## src/rtl/core/urlpc_pkg.sv

```systemverilog
package urlpc_pkg;

  localparam int QUEUE_DEPTH_DEF = 4;

  localparam logic [7:0] CH_PCT   = 8'h25;
  localparam logic [7:0] CH_PLUS  = 8'h2B;
  localparam logic [7:0] CH_SPACE = 8'h20;
  localparam logic [7:0] CH_DASH  = 8'h2D;
  localparam logic [7:0] CH_UNDER = 8'h5F;
  localparam logic [7:0] CH_DOT   = 8'h2E;
  localparam logic [7:0] CH_TILDE = 8'h7E;
  localparam logic [7:0] CH_0     = 8'h30;
  localparam logic [7:0] CH_9     = 8'h39;
  localparam logic [7:0] CH_UA    = 8'h41;
  localparam logic [7:0] CH_UZ    = 8'h5A;
  localparam logic [7:0] CH_LA    = 8'h61;
  localparam logic [7:0] CH_LZ    = 8'h7A;
  localparam logic [7:0] CASE_OFS = 8'd32;
  localparam logic [7:0] TEN      = 8'd10;

  typedef enum logic [1:0] {
    PH_NORMAL,
    PH_PCT,
    PH_HIGH
  } phase_t;

  typedef enum logic [1:0] {
    CMD_NONE,
    CMD_BYTE,
    CMD_ESC,
    CMD_MARK
  } cmd_kind_t;

  // One queued request: a plain byte, a byte to escape, or a bare end marker
  typedef struct packed {
    cmd_kind_t   kind;
    logic [7:0]  data;
    logic        last;
  } cmd_t;

  function automatic logic [7:0] hex_digit(input logic [3:0] nib);
    if (nib < 4'd10) begin
      return CH_0 + {4'd0, nib};
    end
    return CH_LA + {4'd0, nib} - TEN;
  endfunction

  function automatic logic [7:0] hex_value(input logic [7:0] c);
    logic [7:0] lc;
    lc = c;
    if (c >= CH_0 && c <= CH_9) begin
      return c - CH_0;
    end
    if (c >= CH_UA && c <= CH_UZ) begin
      lc = c + CASE_OFS;
    end
    return lc - CH_LA + TEN;
  endfunction

  function automatic logic passes_unchanged(input logic [7:0] c);
    return (c >= CH_0 && c <= CH_9) || (c >= CH_LA && c <= CH_LZ) ||
           (c >= CH_UA && c <= CH_UZ) || c == CH_DASH || c == CH_UNDER ||
           c == CH_DOT || c == CH_TILDE;
  endfunction

endpackage

```

## src/rtl/core/urlpc_front.sv

```systemverilog
module urlpc_front (
  input  logic              clk,
  input  logic              rst_n,
  input  logic              cfg_we,
  input  logic              cfg_wdata,
  input  logic              in_req_valid,
  output logic              in_req_ready,
  input  logic [7:0]        in_byte,
  input  logic              in_last,
  input  logic              q_full,
  output logic              q_push,
  output urlpc_pkg::cmd_t   q_wdata
);
  import urlpc_pkg::*;

  logic       mode_r;
  phase_t     phase_r, phase_nxt;
  logic [7:0] held_r, held_nxt;
  logic       accept;
  cmd_kind_t  kind;
  logic [7:0] data;

  assign in_req_ready = !q_full;
  assign accept       = in_req_valid && !q_full;

  always_comb begin
    phase_nxt = phase_r;
    held_nxt  = held_r;
    kind      = CMD_NONE;
    data      = in_byte;
    if (!mode_r) begin
      phase_nxt = PH_NORMAL;
      if (passes_unchanged(in_byte)) begin
        kind = CMD_BYTE;
      end else if (in_byte == CH_SPACE) begin
        kind = CMD_BYTE;
        data = CH_PLUS;
      end else begin
        kind = CMD_ESC;
      end
    end else begin
      unique case (phase_r)
        PH_HIGH: begin
          kind      = CMD_BYTE;
          data      = (hex_value(held_r) << 4) | hex_value(in_byte);
          phase_nxt = PH_NORMAL;
        end
        PH_PCT: begin
          if (!in_last) begin
            held_nxt  = in_byte;
            phase_nxt = PH_HIGH;
          end else if (in_byte != CH_PCT) begin
            kind = CMD_BYTE;
            data = (in_byte == CH_PLUS) ? CH_SPACE : in_byte;
          end
        end
        default: begin
          phase_nxt = PH_NORMAL;
          if (in_byte == CH_PCT) begin
            if (!in_last) begin
              phase_nxt = PH_PCT;
            end
          end else begin
            kind = CMD_BYTE;
            data = (in_byte == CH_PLUS) ? CH_SPACE : in_byte;
          end
        end
      endcase
    end
    if (in_last) begin
      phase_nxt = PH_NORMAL;
      if (kind == CMD_NONE) begin
        kind = CMD_MARK;
        data = 8'd0;
      end
    end
  end

  assign q_push       = accept && kind != CMD_NONE;
  assign q_wdata.kind = kind;
  assign q_wdata.data = data;
  assign q_wdata.last = in_last;

  always_ff @(posedge clk) begin
    if (!rst_n) begin
      mode_r  <= 1'b0;
      phase_r <= PH_NORMAL;
      held_r  <= 8'd0;
    end else begin
      if (cfg_we) begin
        mode_r <= cfg_wdata;
      end
      if (accept) begin
        phase_r <= phase_nxt;
        held_r  <= held_nxt;
      end
    end
  end

endmodule

```

## src/rtl/core/urlpc_queue.sv

```systemverilog
module urlpc_queue #(
  parameter int DEPTH = urlpc_pkg::QUEUE_DEPTH_DEF
) (
  input  logic              clk,
  input  logic              rst_n,
  input  logic              push,
  input  urlpc_pkg::cmd_t   wdata,
  output logic              full,
  input  logic              pop,
  output urlpc_pkg::cmd_t   rdata,
  output logic              empty
);
  import urlpc_pkg::*;

  localparam int PTR_W = $clog2(DEPTH);
  localparam int CNT_W = $clog2(DEPTH + 1);

  cmd_t             mem [DEPTH];
  logic [PTR_W-1:0] wptr_r, rptr_r;
  logic [CNT_W-1:0] cnt_r;

  function automatic logic [PTR_W-1:0] wrap_inc(input logic [PTR_W-1:0] p);
    return (p == PTR_W'(DEPTH - 1)) ? '0 : p + 1'b1;
  endfunction

  assign full  = cnt_r == CNT_W'(DEPTH);
  assign empty = cnt_r == '0;
  assign rdata = mem[rptr_r];

  always_ff @(posedge clk) begin
    if (push) begin
      mem[wptr_r] <= wdata;
    end
  end

  always_ff @(posedge clk) begin
    if (!rst_n) begin
      wptr_r <= '0;
      rptr_r <= '0;
      cnt_r  <= '0;
    end else begin
      if (push) begin
        wptr_r <= wrap_inc(wptr_r);
      end
      if (pop) begin
        rptr_r <= wrap_inc(rptr_r);
      end
      if (push && !pop) begin
        cnt_r <= cnt_r + 1'b1;
      end else if (pop && !push) begin
        cnt_r <= cnt_r - 1'b1;
      end
    end
  end

endmodule

```

## src/rtl/core/urlpc_back.sv

```systemverilog
module urlpc_back (
  input  logic              clk,
  input  logic              rst_n,
  input  logic              q_empty,
  input  urlpc_pkg::cmd_t   q_rdata,
  output logic              q_pop,
  output logic              out_req_valid,
  input  logic              out_req_ready,
  output logic [7:0]        out_byte,
  output logic              out_valid,
  output logic              out_last
);
  import urlpc_pkg::*;

  logic [1:0] step_r;
  logic       ovld_r;
  logic [7:0] obyte_r, obyte_nxt;
  logic       oval_r, oval_nxt;
  logic       olast_r, olast_nxt;
  logic       load, final_step;

  // Output stage takes a new result when empty or being drained
  assign load       = !q_empty && (!ovld_r || out_req_ready);
  assign final_step = (q_rdata.kind != CMD_ESC) || step_r == 2'd2;
  assign q_pop      = load && final_step;

  always_comb begin
    obyte_nxt = q_rdata.data;
    oval_nxt  = 1'b1;
    olast_nxt = q_rdata.last && final_step;
    unique case (q_rdata.kind)
      CMD_ESC: begin
        unique case (step_r)
          2'd0:    obyte_nxt = CH_PCT;
          2'd1:    obyte_nxt = hex_digit(q_rdata.data[7:4]);
          default: obyte_nxt = hex_digit(q_rdata.data[3:0]);
        endcase
      end
      CMD_MARK: begin
        obyte_nxt = 8'd0;
        oval_nxt  = 1'b0;
      end
      default: ;
    endcase
  end

  always_ff @(posedge clk) begin
    if (!rst_n) begin
      step_r <= 2'd0;
      ovld_r <= 1'b0;
    end else begin
      if (load) begin
        step_r <= final_step ? 2'd0 : step_r + 2'd1;
        ovld_r <= 1'b1;
      end else if (out_req_ready) begin
        ovld_r <= 1'b0;
      end
    end
  end

  always_ff @(posedge clk) begin
    if (load) begin
      obyte_r <= obyte_nxt;
      oval_r  <= oval_nxt;
      olast_r <= olast_nxt;
    end
  end

  assign out_req_valid = ovld_r;
  assign out_byte      = obyte_r;
  assign out_valid     = oval_r;
  assign out_last      = olast_r;

endmodule

```

## src/rtl/core/url_percent_codec.sv

```systemverilog
// URL percent codec, form style (space <-> '+'). cfg_wdata written with
// cfg_we selects encode (0) or decode (1); write it only while the block is
// idle. A byte is taken on in_req_valid & in_req_ready and classified in the
// same cycle; a request it yields goes to a small queue (QUEUE_DEPTH
// entries), and in_req_ready drops only when that queue is full. The back
// end sends one result per cycle through a registered output stage while
// out_req_ready is high; a plain byte yields one result and an escaped
// byte in encode mode yields three ("%" and two lowercase hex digits). The
// queue lets new bytes be taken while earlier results wait for the result
// port. A request passes the queue and then the output stage on its way
// to the port. The last input byte always ends in a result with out_last
// set; out_valid is 0 on that result if it carries no byte.
module url_percent_codec #(
  parameter int QUEUE_DEPTH = urlpc_pkg::QUEUE_DEPTH_DEF
) (
  input  logic       clk,
  input  logic       rst_n,
  input  logic       cfg_we,
  input  logic       cfg_wdata,
  input  logic       in_req_valid,
  output logic       in_req_ready,
  input  logic [7:0] in_byte,
  input  logic       in_last,
  output logic       out_req_valid,
  input  logic       out_req_ready,
  output logic [7:0] out_byte,
  output logic       out_valid,
  output logic       out_last
);
  import urlpc_pkg::*;

  cmd_t q_wdata, q_rdata;
  logic q_push, q_pop, q_full, q_empty;

  urlpc_front u_front (
    .clk          (clk),
    .rst_n        (rst_n),
    .cfg_we       (cfg_we),
    .cfg_wdata    (cfg_wdata),
    .in_req_valid (in_req_valid),
    .in_req_ready (in_req_ready),
    .in_byte      (in_byte),
    .in_last      (in_last),
    .q_full       (q_full),
    .q_push       (q_push),
    .q_wdata      (q_wdata)
  );

  urlpc_queue #(
    .DEPTH (QUEUE_DEPTH)
  ) u_queue (
    .clk   (clk),
    .rst_n (rst_n),
    .push  (q_push),
    .wdata (q_wdata),
    .full  (q_full),
    .pop   (q_pop),
    .rdata (q_rdata),
    .empty (q_empty)
  );

  urlpc_back u_back (
    .clk           (clk),
    .rst_n         (rst_n),
    .q_empty       (q_empty),
    .q_rdata       (q_rdata),
    .q_pop         (q_pop),
    .out_req_valid (out_req_valid),
    .out_req_ready (out_req_ready),
    .out_byte      (out_byte),
    .out_valid     (out_valid),
    .out_last      (out_last)
  );

endmodule
```

## config.mk

```make
export PLATFORM = sky130hd
export DESIGN_NAME = url_percent_codec
export DESIGN_NICKNAME = d
export VERILOG_FILES = /design/src/rtl/core/urlpc_pkg.sv /design/src/rtl/core/urlpc_front.sv /design/src/rtl/core/urlpc_queue.sv /design/src/rtl/core/urlpc_back.sv /design/src/rtl/core/url_percent_codec.sv
export SDC_FILE = /design/constraint.sdc
export NUM_CORES = 1
export LEC_CHECK = 0
export BUFFER_PORTS_ARGS = -buffer_cell sky130_fd_sc_hd__buf_2
export CAP_MARGIN = 15
export CELL_PAD_IN_SITES_DETAIL_PLACEMENT = 1
export CELL_PAD_IN_SITES_GLOBAL_PLACEMENT = 2
export CORE_AREA = 2 2 98 118
export DETAILED_ROUTE_END_ITERATION = 10
export DIE_AREA = 0 0 100 120
export MAX_ROUTING_LAYER = met4
export PLACE_DENSITY = 0.9
export SLEW_MARGIN = 15
export SYNTH_ARGS = -nofsm -noshare
export SYNTH_HDL_FRONTEND = slang
export SYNTH_SLANG_ARGS = --single-unit
```

## constraint.sdc

```tcl
create_clock -name clk -period 3.3 [get_ports clk]
set_clock_uncertainty 0.05 [all_clocks]
set_input_delay 0.33 -clock clk [delete_from_list [all_inputs] [get_ports clk]]
set_output_delay 0.33 -clock clk [all_outputs]
set_load 0.02 [all_outputs]
```

==> results, run 1 <==
- The flow ran to the end, and the final reports show no timing, DRC or antenna violations.
- The maximum number of pins on one net before global-route repair is 21.
- The effective utilization at floorplan is 39.8%.
- Once layout is done, the placed cells without fillers occupy 4980 um^2.
- Headroom to the max-slew limit came out at 55.4%.
- By area the synthesized netlist is led by edfxtp_1 37%, dfxtp_1 11%, ha_1 8.3%.
- The HPWL after detailed placement is 7.90 mm.
- VDD sags by at most 0.284 mV.
- The post-layout net count is 479.
- The worst setup path is launched from a flip-flop.
- Along the worst hold path, the cell count comes to 3.
- Clock tree synthesis inserted a total of 9 buffers.
- By count the netlist is led by 54 x edfxtp_1, 33 x nor2_1, 29 x ha_1.
- The static leakage is 1.89 nW.
- The power density over the cells is 739 nW/um^2.
- The mean post-synth cell area is 10.7 um^2.
- The overflow left after global routing is 0.
- The placer's final routability congestion estimate is 0.901.
- The wire length of the first global-routing pass is 18.0 mm.
- Setup repair after global routing left no endpoint under its margin.
- Once detail routing completed, the nets flagged for antenna violations numbered 0.
- The hold violation total from the final report was 0.
- The number of nets handed over by synthesis was 451.
- The area of the mapped netlist is 4350 um^2.
- For the pin with the worst max-slew slack, the measured transition is 0.668 ns.
- Across all setup checks in the final design, the least slack found is 0.272 ns.
- The critical register-to-register path endpoint is u_queue.cnt_r[2].
- After clock tree synthesis, the clock-pin slew on the worst setup and hold paths is 0.06 ns.
- The worst setup path is captured at a flip-flop.
- The via count of the first global-routing pass is 3525.
- In this run the number of H-tree levels came out at 3.
- The post-detailed-route wirelength per cell is 19.4 um.
- The core region is 10900 um^2.
- The die is 120 um tall.
- The maximum buffer depth of the clock tree is 2.
- The horizontal extent of the die is 100 um.
- The top cell type's share of synthesized area is 37.2%.
- After synthesis the netlist holds a flip-flop and latch count of 77.
- In this run, placement finished with an instance count of 555.
- The die covers 12000 um^2.
- The setup-violating endpoint count in the final report is 0.
- The first-pass detailed-route iteration total is 4.
- The worst hold path terminates at u_front.mode_r.
- The number of different library cells used by synthesis comes to 64.
- In the final layout, the share of cells above drive strength 1 is 15.9%.
- Max-cap violations in this run came to 0.
- The share of the core filled with cells in the final layout is 45.6%.
- The most used standard cell by instance count after synthesis is edfxtp_1.
- The placed instances occupy a cell area of 4640 um^2.
- The repair_antennas step left the layout with diodes totalling 0.
- In this run, post-CTS hold repair placed 0 buffers.
- The row count is 42.
- The total length of routed wires is 11.1 mm.
- The post-synthesis cell type with the largest combined area is edfxtp_1.
- The final cycle utilization of the critical path is 91.8%.
- Timing would allow up to 330 MHz.
- The non-filler instance count after layout is 571.
- The number of buffers inserted to repair setup after CTS is 0.
- Summed over all failing endpoints, the final setup total negative slack is 0 ns.
- The I/O pin count is 27.
- The insertion delay to the later sink of the worst-skew pair is 0.34 ns.
- Detailed routing inserted a total of 3245 vias.
- The async set-or-reset flop fraction in the synthesized netlist is 0%.
- The setup check on the worst reg-to-reg path leaves a slack of 0.27 ns.
- Counting flops with a built-in enable in the synthesized netlist gives 54.
- The worst hold path begins at cfg_wdata.
- For the worst setup path, the data arrival time is 3.24 ns.
- The area growth from synthesis to layout is 14.5%.
- STA puts the critical path data required time at 3.51 ns.
- The DRC violation total after the first TritonRoute iteration is 114.
- The flip-flop cell with the highest count after synthesis is edfxtp_1.
- The worst path in the final design needs a cycle of 3.03 ns, including I/O delays and setup.
- The routed via count divided by cell count is 5.68.
- Along the worst path, the maximum fanout reaches 12.
- Synthesis produced 406 cells.
- The cell at the root of the clock tree is clkbuf_16.
- The final max-slew violation count came to 0.
- Prior to clock tree synthesis, the placed netlist has a worst setup slack of 0.201 ns.
- TritonCTS built the clock tree.
- By startpoint and endpoint, the worst setup path is classified as reg -> reg.
- The DRC violation count after routing is 0.
- The number of gates resized after CTS was 0.
- The initial antenna violation count is 0.
- The worst hold path belongs to the class in -> reg.
- For this run, the number of Yosys warnings is 0.
- The clock net in this run drives a total of 77 sinks.
- The number of I/O port buffers is 26.
- The worst-case reg-to-reg path depth is 10.
- For this run, the total global-route usage over all layers was measured as 20.3%.
- The sequential fraction of the synthesis area is 47.8%.
final cells by class:
class,count,area [um^2]
multi-input cells,286,2100
fillers,1207,5950
clock inverters,7,121
clock buffers,9,225
well taps,132,165
flip-flops and latches,77,2080
repair buffers,34,190
inverters,26,97.6
layer usage:
layer  GRT usage [%]  up-vias  share of wire [%]
met5               -        -                  0
met3            4.37       32                3.7
li1                -     1550                  -
met2            35.5       90                 53
met4            9.93        0                3.9
met1            21.5     1573                 40
cells by family (layout without fill, tap and decap cells):
kind of cell,count (synthesis),count (layout),share of synthesized area [%]
flip-flops,77,77,47.8
buffers and inverters,43,76,3.91
XOR/XNOR,8,8,1.61
multiplexers,24,24,8.19
adder cells (fa/ha/maj),30,30,8.79
AO/OA/AOI/OAI,100,100,15.1
AND/OR/NAND/NOR,124,124,14.5
worst max-delay path, stage by stage, from the launching register on:
cell,delay [ns]
dfxtp_1,0.36
buf_4,0.27
mux4_2,0.41
nand2b_1,0.22
o21ai_1,0.31
ha_1,0.25
inv_1,0.06
fa_1,0.37
xor2_1,0.18
or3_1,0.31
a21boi_0,0.16
worst max-delay path by stage:
stage	end	slack, ns	cells after the start
2_1_floorplan	u_queue.cnt_r[2]	0.43	12
3_3_place_gp	u_queue.cnt_r[2]	0.30	13
3_5_place_dp	u_queue.mem[0][7]	0.20	9
4_1_cts	u_queue.cnt_r[2]	0.26	10
5_1_grt	u_queue.cnt_r[2]	0.13	10
6_report	u_queue.cnt_r[2]	0.27	10
placed cells by master (no fill, tap or decap), types with 8 or more instances in the layout:
| cell type | count |
|---|---|
| mux4_2 | 9 |
| nor2b_1 | 17 |
| ha_1 | 29 |
| nor2_1 | 33 |
| dfxtp_1 | 23 |
| o21ai_0 | 20 |
| and2_1 | 9 |
| clkbuf_16 | 9 |
| buf_2 | 26 |
| buf_4 | 8 |
| inv_1 | 26 |
| mux2i_1 | 12 |
| nand2_1 | 27 |
| edfxtp_1 | 54 |
| a21oi_1 | 26 |
per-stage QoR:
| step | hold slack [ns] | power (mW) |
|---|---|---|
| final | 0.212 | 3.68 |
| after detailed placement | 0.429 | 2.55 |
| after global routing | 0.245 | 3.88 |
| after CTS | 0.198 | 3.72 |
| after floorplan | 0.379 | 2.20 |
| after global placement | 0.415 | 2.50 |
where the power goes:
part	switching (mW)	internal, mW
combinational	0.737	0.485
sequential	0.0746	1.25
clock	0.396	0.742
total	1.21	2.48
state kept, by name, indices dropped and copies added (netlist names), named ones only:
signal,flops
u_queue.mem,44
u_back.out_byte,8
u_front.held_r,8
u_queue.cnt_r,3
u_back.step_r,2
u_front.phase_r,2
u_queue.rptr_r,2
u_queue.wptr_r,2
u_back.out_last,1
u_back.out_req_valid,1
u_back.out_valid,1
u_front.mode_r,1
Power figures use the tool's default switching activity.
==> run 2, diff against run 1 <==
Settings changed: PLACE_DENSITY 0.9 to 0.83.
==> run 2 against run 1 <==
Effect of this change:
- maximum frequency grew 2.1%
- cell count is the same
- sequential share of layout area grew 0.67 points
- design area shrank 1.6%
- largest power group unchanged
==> results, run 2 (synthesis results as in run 1) <==
- The placed instance area was 4640 um^2 (unchanged).
- The number of nets still failing antenna checks after routing came to 0 (unchanged).
- The overflow left after global routing is 0 (unchanged).
- The number of violations of the max-capacitance limit is 0 (unchanged).
- The maximum fanout encountered on the critical timing path was 5 (-7).
- The horizontal extent of the die is 100 um (unchanged).
- The flop-to-flop setup slack is 0.33 ns (+0.06 ns).
- Among all stages on the critical path, the largest delay is contributed by mux4_2.
- The HPWL after detailed placement is 7.72 mm (-2.3%).
- The global-route usage over all layers is 19.1% (-1.2 points).
- The type of destination of the critical path is a flip-flop.
- The post-placement cell count is 555 (unchanged).
- The cell count of the worst hold path was 3 (unchanged).
- The share of layout cells above drive strength 1 is 15.5% (-0.46 points).
- The cell family contributing the most delay on the critical path is adder cells.
- The critical path required time came to 3.51 ns (about the same).
- The number of buffers and inverters on the critical path is 1 (-1).
- The path with the worst hold slack has its endpoint at u_front.mode_r.
- The delay of the slowest critical-path stage was 0.56 ns (+0.15 ns).
- The post-detailed-route wirelength per cell is 18.1 um (-6.6%).
- The total inserted antenna cells was 0 (unchanged).
- The actual slew at the worst max-slew pin is 0.651 ns (-0.0169 ns).
- The area enclosed by the die boundary is 12000 um^2 (unchanged).
- The first-pass detailed-route iteration total is 4 (unchanged).
- The combinational fraction of design power was 35.0% (+1.8 points).
- The number of buffers inserted to repair setup after CTS is 0 (unchanged).
- The effective utilization at floorplan is 39.8% (unchanged).
- The row count is 42 (unchanged).
- The minimum clock period after layout is 2.97 ns (-0.0619 ns).
- The headroom to the max-slew limit is 56.1% (+0.71 points).
- The switching portion of total power is 34.2% (+1.5 points).
- The via count of the routed design came to 3216 (-0.89%).
- The area added between synthesis and finish is 12.6%.
- The internal power is 2.24 mW (-9.7%).
- The worst-case reg-to-reg path depth is 9 (-1).
- The placer's final routability congestion estimate was 0.904 (+0.30%).
- The clock transition time at the flip-flop clock pins of the worst setup and hold paths is 0.06 ns (about the same).
- The critical path is of the reg -> reg type.
- The maximum clock rate is 337 MHz (+2.1%).
- The initial antenna violation count was 0 (unchanged).
- The final max-slew violation count was 0 (unchanged).
- The flow ran to the end, and the final reports show no timing, DRC or antenna violations.
- The insertion delay to the later sink of the worst-skew pair is 0.33 ns (about the same).
- The area of the core is 10900 um^2 (unchanged).
- The maximum number of pins on one net before global-route repair came to 21 (unchanged).
- The final total negative setup slack was 0 ns (unchanged).
- STA classifies the critical path startpoint as a flip-flop.
- The maximum buffer depth of the clock tree was 2 (unchanged).
- The DRC violation total after the first TritonRoute iteration is 92 (-19%).
- The static leakage is 1.85 nW (-2.1%).
- The register share of total power is 38.9% (+3.0 points).
- Setup repair after global routing left no endpoint under its margin.
- The hold violation total from the final report was 0 (unchanged).
- The fraction of power consumed by the clock network is 26.2% (-4.7 points).
- The depth of the CTS H-tree is 3 (unchanged).
- The hold path startpoint is cfg_wdata.
- The post-layout net count is 479 (unchanged).
- In the layout the commonest cells are 54 x edfxtp_1, 33 x nor2_1, 29 x ha_1, 27 x nand2_1.
- The via count of the first global-routing pass was 3414 (-3.1%).
- The DRC violation count after routing is 0 (unchanged).
- The overall power is 3.40 mW (-7.7%).
- The die extent in y was 120 um (unchanged).
- The worst register-to-register path ends at u_queue.cnt_r[2].
- The final cycle utilization of the critical path is 89.9% (-1.9 points).
- The power density over the cells came to 693 nW/um^2 (-6.2%).
- The total net switching power is 1.16 mW (-3.5%).
- The path type of the worst min-delay path is in -> reg.
- The maximum vdd ir drop is 0.268 mV (-5.7%).
- The final hold slack is 0.212 ns (-0.000207 ns).
- TritonCTS built the clock tree.
- The area of all placed cells without fillers is 4900 um^2 (-1.6%).
- The arrival time of the worst setup path was 3.18 ns (-0.06 ns).
- The non-filler instance count after layout came to 571 (unchanged).
- The total length of routed wires is 10.3 mm (-6.6%).
- The wire length of the first global-routing pass is 17.0 mm (-5.3%).
- The number of flip-flops under the largest register name came to 44 (unchanged).
- The setup-violating endpoint count in the final report was 0 (unchanged).
- The I/O pin count is 27 (unchanged).
- The register ranked first by flip-flop count is u_queue.mem.
- The total clock sinks is 77 (unchanged).
- The routed via count divided by cell count is 5.63 (-0.89%).
- The number of I/O port buffers was 26 (unchanged).
- The signal on the critical path passes through mux4_2 -> nand2b_1 -> o21ai_1 -> ha_1 -> inv_1 -> fa_1 -> xor2_1 -> or3_1 -> a21boi_0.
- The root buffer cell chosen for the clock tree is clkbuf_16.
- The library cell used most frequently in the layout, excluding fill and tap cells, is edfxtp_1.
- The number of CTS-inserted buffers is 9 (unchanged).
## run 2: layer usage
metal | up-vias | global-route usage [%] | wire [um]
met1 | 1584 | 19.6 | 4160
met2 | 56 | 35.0 | 5580
met4 | 0 | 8.56 | 314
li1 | 1550 | - | -
met3 | 26 | 3.55 | 276
met5 | - | - | 0
## run 2: power groups by stage
stage	clock network (mW)	logic, mW	registers, mW
detailed placement	0	1.19	1.35
floorplan	0	0.783	1.41
finish	0.890	1.19	1.32
CTS	0.917	1.21	1.33
global placement	0	1.15	1.33
global route	0.950	1.33	1.34
## run 2: worst max-delay path by stage
stage / start / to / slack, ns / cells past startpoint
2_1_floorplan: in_byte[4] / u_queue.cnt_r[2] / 0.43 / 12
3_3_place_gp: in_byte[4] / u_queue.cnt_r[2] / 0.34 / 13
3_5_place_dp: in_byte[1] / u_queue.mem[1][7] / 0.23 / 9
4_1_cts: flip-flop / u_back.out_byte[1] / 0.19 / 8
5_1_grt: flip-flop / u_queue.cnt_r[2] / 0.08 / 9
6_report: flip-flop / u_queue.cnt_r[2] / 0.33 / 9
## run 2: cell type report
class                           instances  area (um^2)
Fill cell                            1246         6030
Inverter                               26         97.6
Multi-Input combinational cell        286         2100
Sequential cell                        77         2080
Timing Repair Buffer                   34          190
Tap cell                              132          165
Clock buffer                           10          229
Clock inverter                          6         38.8
## run 2: what timing repair did
action | CTS | global route
gates resized for setup | 0 | 1
hold endpoints to repair | 0 | 0
hold buffers | 0 | 0
setup endpoints to repair | 0 | 1
## run 2: per-stage QoR
step	utilization (%)	setup WS, ns
after floorplan	-	0.428
final	44.9	0.334
after global placement	42.4	0.337
after CTS	44.9	0.193
after detailed placement	42.4	0.230
after global routing	44.9	0.0807
## run 2: worst min-delay path: cells and delay by family
family / cells / cell delay [ns]
multiplexers: 1 / 0.06
buffers and inverters: 1 / 0.07
AND/OR/NAND/NOR: 1 / 0.10
==> run 3, diff against run 2 <==
Settings changed: CORE_AREA 2 2 98 118 to 2 2 107 109, DIE_AREA 0 0 100 120 to 0 0 109 111, REMOVE_ABC_BUFFERS set to 1.
==> run 3 against run 2 <==
Effect of this change:
- non-clock buffer count is 1 lower
- first-iteration DRC count grew 78%
- count of clock-buffer cells in the layout up 1
- total power is 0.69% higher
- largest cell class unchanged
- wire length decreased by 0.59%
- worst setup slack better by 0.15 ns
- sequential share of layout area shrank 0.15 points
- maximum frequency grew 5.3%
==> results, run 3 (synthesis results as in run 1) <==
- The post-layout net count is 478 (-0.21%).
- The routed via count divided by cell count is 5.51 (-2.2%).
- The top cell types in the final layout, fill and taps aside, are 54 x edfxtp_1, 33 x nor2_1, 29 x ha_1, 27 x nand2_1.
- The arrival time of the worst setup path is 3.03 ns (-0.15 ns).
- TritonCTS built the clock tree.
- The actual slew at the worst max-slew pin was 0.659 ns (+0.00834 ns).
- The final cycle utilization of the critical path is 85.4% (-4.5 points).
- The clock transition time at the flip-flop clock pins of the worst setup and hold paths is 0.06 ns (about the same).
- The critical path required time came to 3.51 ns (about the same).
- The quantity of hold-fixing buffers added after cts is 0 (unchanged).
- The internal power was 2.27 mW (+1.3%).
- The area added between synthesis and finish is 13.0%.
- The total net switching power was 1.16 mW (-0.51%).
- The depth of the CTS H-tree is 3 (unchanged).
- The number of I/O port buffers was 26 (unchanged).
- The total inserted antenna cells is 0 (unchanged).
- The register share of total power was 38.5% (-0.4 points).
- The HPWL after detailed placement was 7.77 mm (+0.57%).
- The post-detailed-route wirelength per cell is 17.7 um (-2.3%).
- The non-filler instance count after layout was 581 (+1.8%).
- The final hold slack came to 0.205 ns (-0.00696 ns).
- The count of filler cells inserted in the layout is 1236 (-0.80%).
- The total length of routed wires is 10.3 mm (-0.59%).
- The row count is 39 (-7.1%).
- The worst setup path is captured at a flip-flop.
- The min-delay analysis places its worst path in the category in -> reg.
- The cell at the root of the clock tree is clkbuf_16.
- The leading cell type in the layout, fill and taps excluded is edfxtp_1.
- The effective utilization at floorplan was 39.3% (-0.53 points).
- The maximum clock rate came to 355 MHz (+5.3%).
- The via count of the first global-routing pass came to 3375 (-1.1%).
- More flip-flops sit in one register than any other, and that register is u_queue.mem.
- The power density over the cells is 696 nW/um^2 (+0.34%).
- The area enclosed by the die boundary is 12100 um^2 (+0.83%).
- The worst slack after detailed placement was 0.174 ns (-0.0562 ns).
- The maximum number of pins on one net before global-route repair came to 21 (unchanged).
- The maximum buffer depth of the clock tree is 2 (unchanged).
- The number of instances resized during post-cts repair is 0 (unchanged).
- The maximum fanout encountered on the critical timing path is 10 (+5).
- The number of flip-flops under the largest register name was 44 (unchanged).
- Setup repair after global routing left no endpoint under its margin.
- The total clock sinks is 77 (unchanged).
- The horizontal extent of the die is 109 um (+9.0%).
- The number of buffers inserted to repair setup after CTS came to 0 (unchanged).
- STA classifies the critical path startpoint as a flip-flop.
- The area of the core is 11100 um^2 (+1.3%).
- The DRC violation count after routing came to 0 (unchanged).
- The setup-violating endpoint count in the final report is 0 (unchanged).
- The I/O pin count was 27 (unchanged).
- The headroom to the max-slew limit is 55.9% (-0.14 points).
- The first-pass detailed-route iteration total came to 4 (unchanged).
- The post-placement cell count is 565 (+1.8%).
- The maximum vdd ir drop is 0.359 mV (+34%).
- The switching portion of total power was 33.8% (-0.41 points).
- The overall power came to 3.42 mW (+0.69%).
- The area of all placed cells without fillers is 4920 um^2 (+0.36%).
- The minimum clock period after layout is 2.82 ns (-0.149 ns).
- The number of violations of the max-capacitance limit is 0 (unchanged).
- The via count of the routed design is 3199 (-0.53%).
- The fraction of power consumed by the clock network is 26.5% (+0.3 points).
- The flow ran to the end, and the final reports show no timing, DRC or antenna violations.
- The global-route usage over all layers is 18.8% (-0.29 points).
- The wire length of the first global-routing pass is 17.0 mm (about the same).
- The placer's final routability congestion estimate is 0.855 (-5.5%).
- The smallest setup slack after layout is 0.483 ns (+0.149 ns).
- The final max-slew violation count came to 0 (unchanged).
- The number of nets still failing antenna checks after routing is 0 (unchanged).
- The combinational fraction of design power is 35.0% (about the same).
- The placed instance area is 4640 um^2 (+0.13%).
- The DRC violation total after the first TritonRoute iteration is 164 (+78%).
- The worst setup path is of the reg -> reg kind.
- The number of CTS-inserted buffers is 9 (unchanged).
- The share of layout cells above drive strength 1 is 15.5% (+0.035 points).
- The initial antenna violation count came to 0 (unchanged).
- The overflow left after global routing is 0 (unchanged).
- The static leakage was 1.84 nW (-0.45%).
- The share of the core filled with cells in the final layout came to 44.4% (-0.43 points).
- The final total negative setup slack was 0 ns (unchanged).
- The insertion delay to the later sink of the worst-skew pair is 0.33 ns (about the same).
- The hold violation total from the final report came to 0 (unchanged).
- The die extent in y is 111 um (-7.5%).
-- run 3: critical path: stages (launching register included) --
cell and delay, ns:
dfxtp_1 0.35, inv_1 0.05, ha_1 0.41, inv_1 0.12
nand2_1 0.12, o211a_1 0.18, nor2_1 0.17, ha_1 0.21
inv_1 0.06, fa_1 0.37, xor2_1 0.18, or3_1 0.31
a21boi_0 0.16
-- run 3: power by group through the flow --
stage / clock [mW] / sequential, mW / combinational [mW]
finish: 0.909 / 1.32 / 1.20
global placement: 0 / 1.33 / 1.17
detailed placement: 0 / 1.34 / 1.21
floorplan: 0 / 1.45 / 0.712
CTS: 0.926 / 1.32 / 1.22
global route: 0.966 / 1.34 / 1.35
-- run 3: worst paths after layout --
check	start	slack, ns	to	depth (start not counted)
setup / recovery	u_front.phase_r[0]	0.48	u_queue.cnt_r[2]	12
hold / removal	cfg_wdata	0.20	u_front.mode_r	3
setup reg to reg	u_front.phase_r[0]	0.48	u_queue.cnt_r[2]	12
hold reg to reg	u_back.out_req_valid	0.44	u_back.out_req_valid	2
-- run 3: per-layer routing --
| metal | up-vias | global-route usage, % | part of all wire [%] |
|---|---|---|---|
| met2 | 54 | 32.5 | 53 |
| li1 | 1544 | - | - |
| met5 | - | - | 0 |
| met1 | 1582 | 21.9 | 42 |
| met4 | 0 | 7.18 | 1.9 |
| met3 | 19 | 2.65 | 2.8 |
-- run 3: area by class of cell --
type / count / area [um^2] / area share, %
Tap cell: 143 / 179 / 3.63
Timing Repair Buffer: 33 / 183 / 3.71
Sequential cell: 77 / 2080 / 42.3
Clock buffer: 11 / 243 / 4.93
Clock inverter: 5 / 36.3 / 0.737
Inverter: 26 / 97.6 / 1.98
Multi-Input combinational cell: 286 / 2100 / 42.7
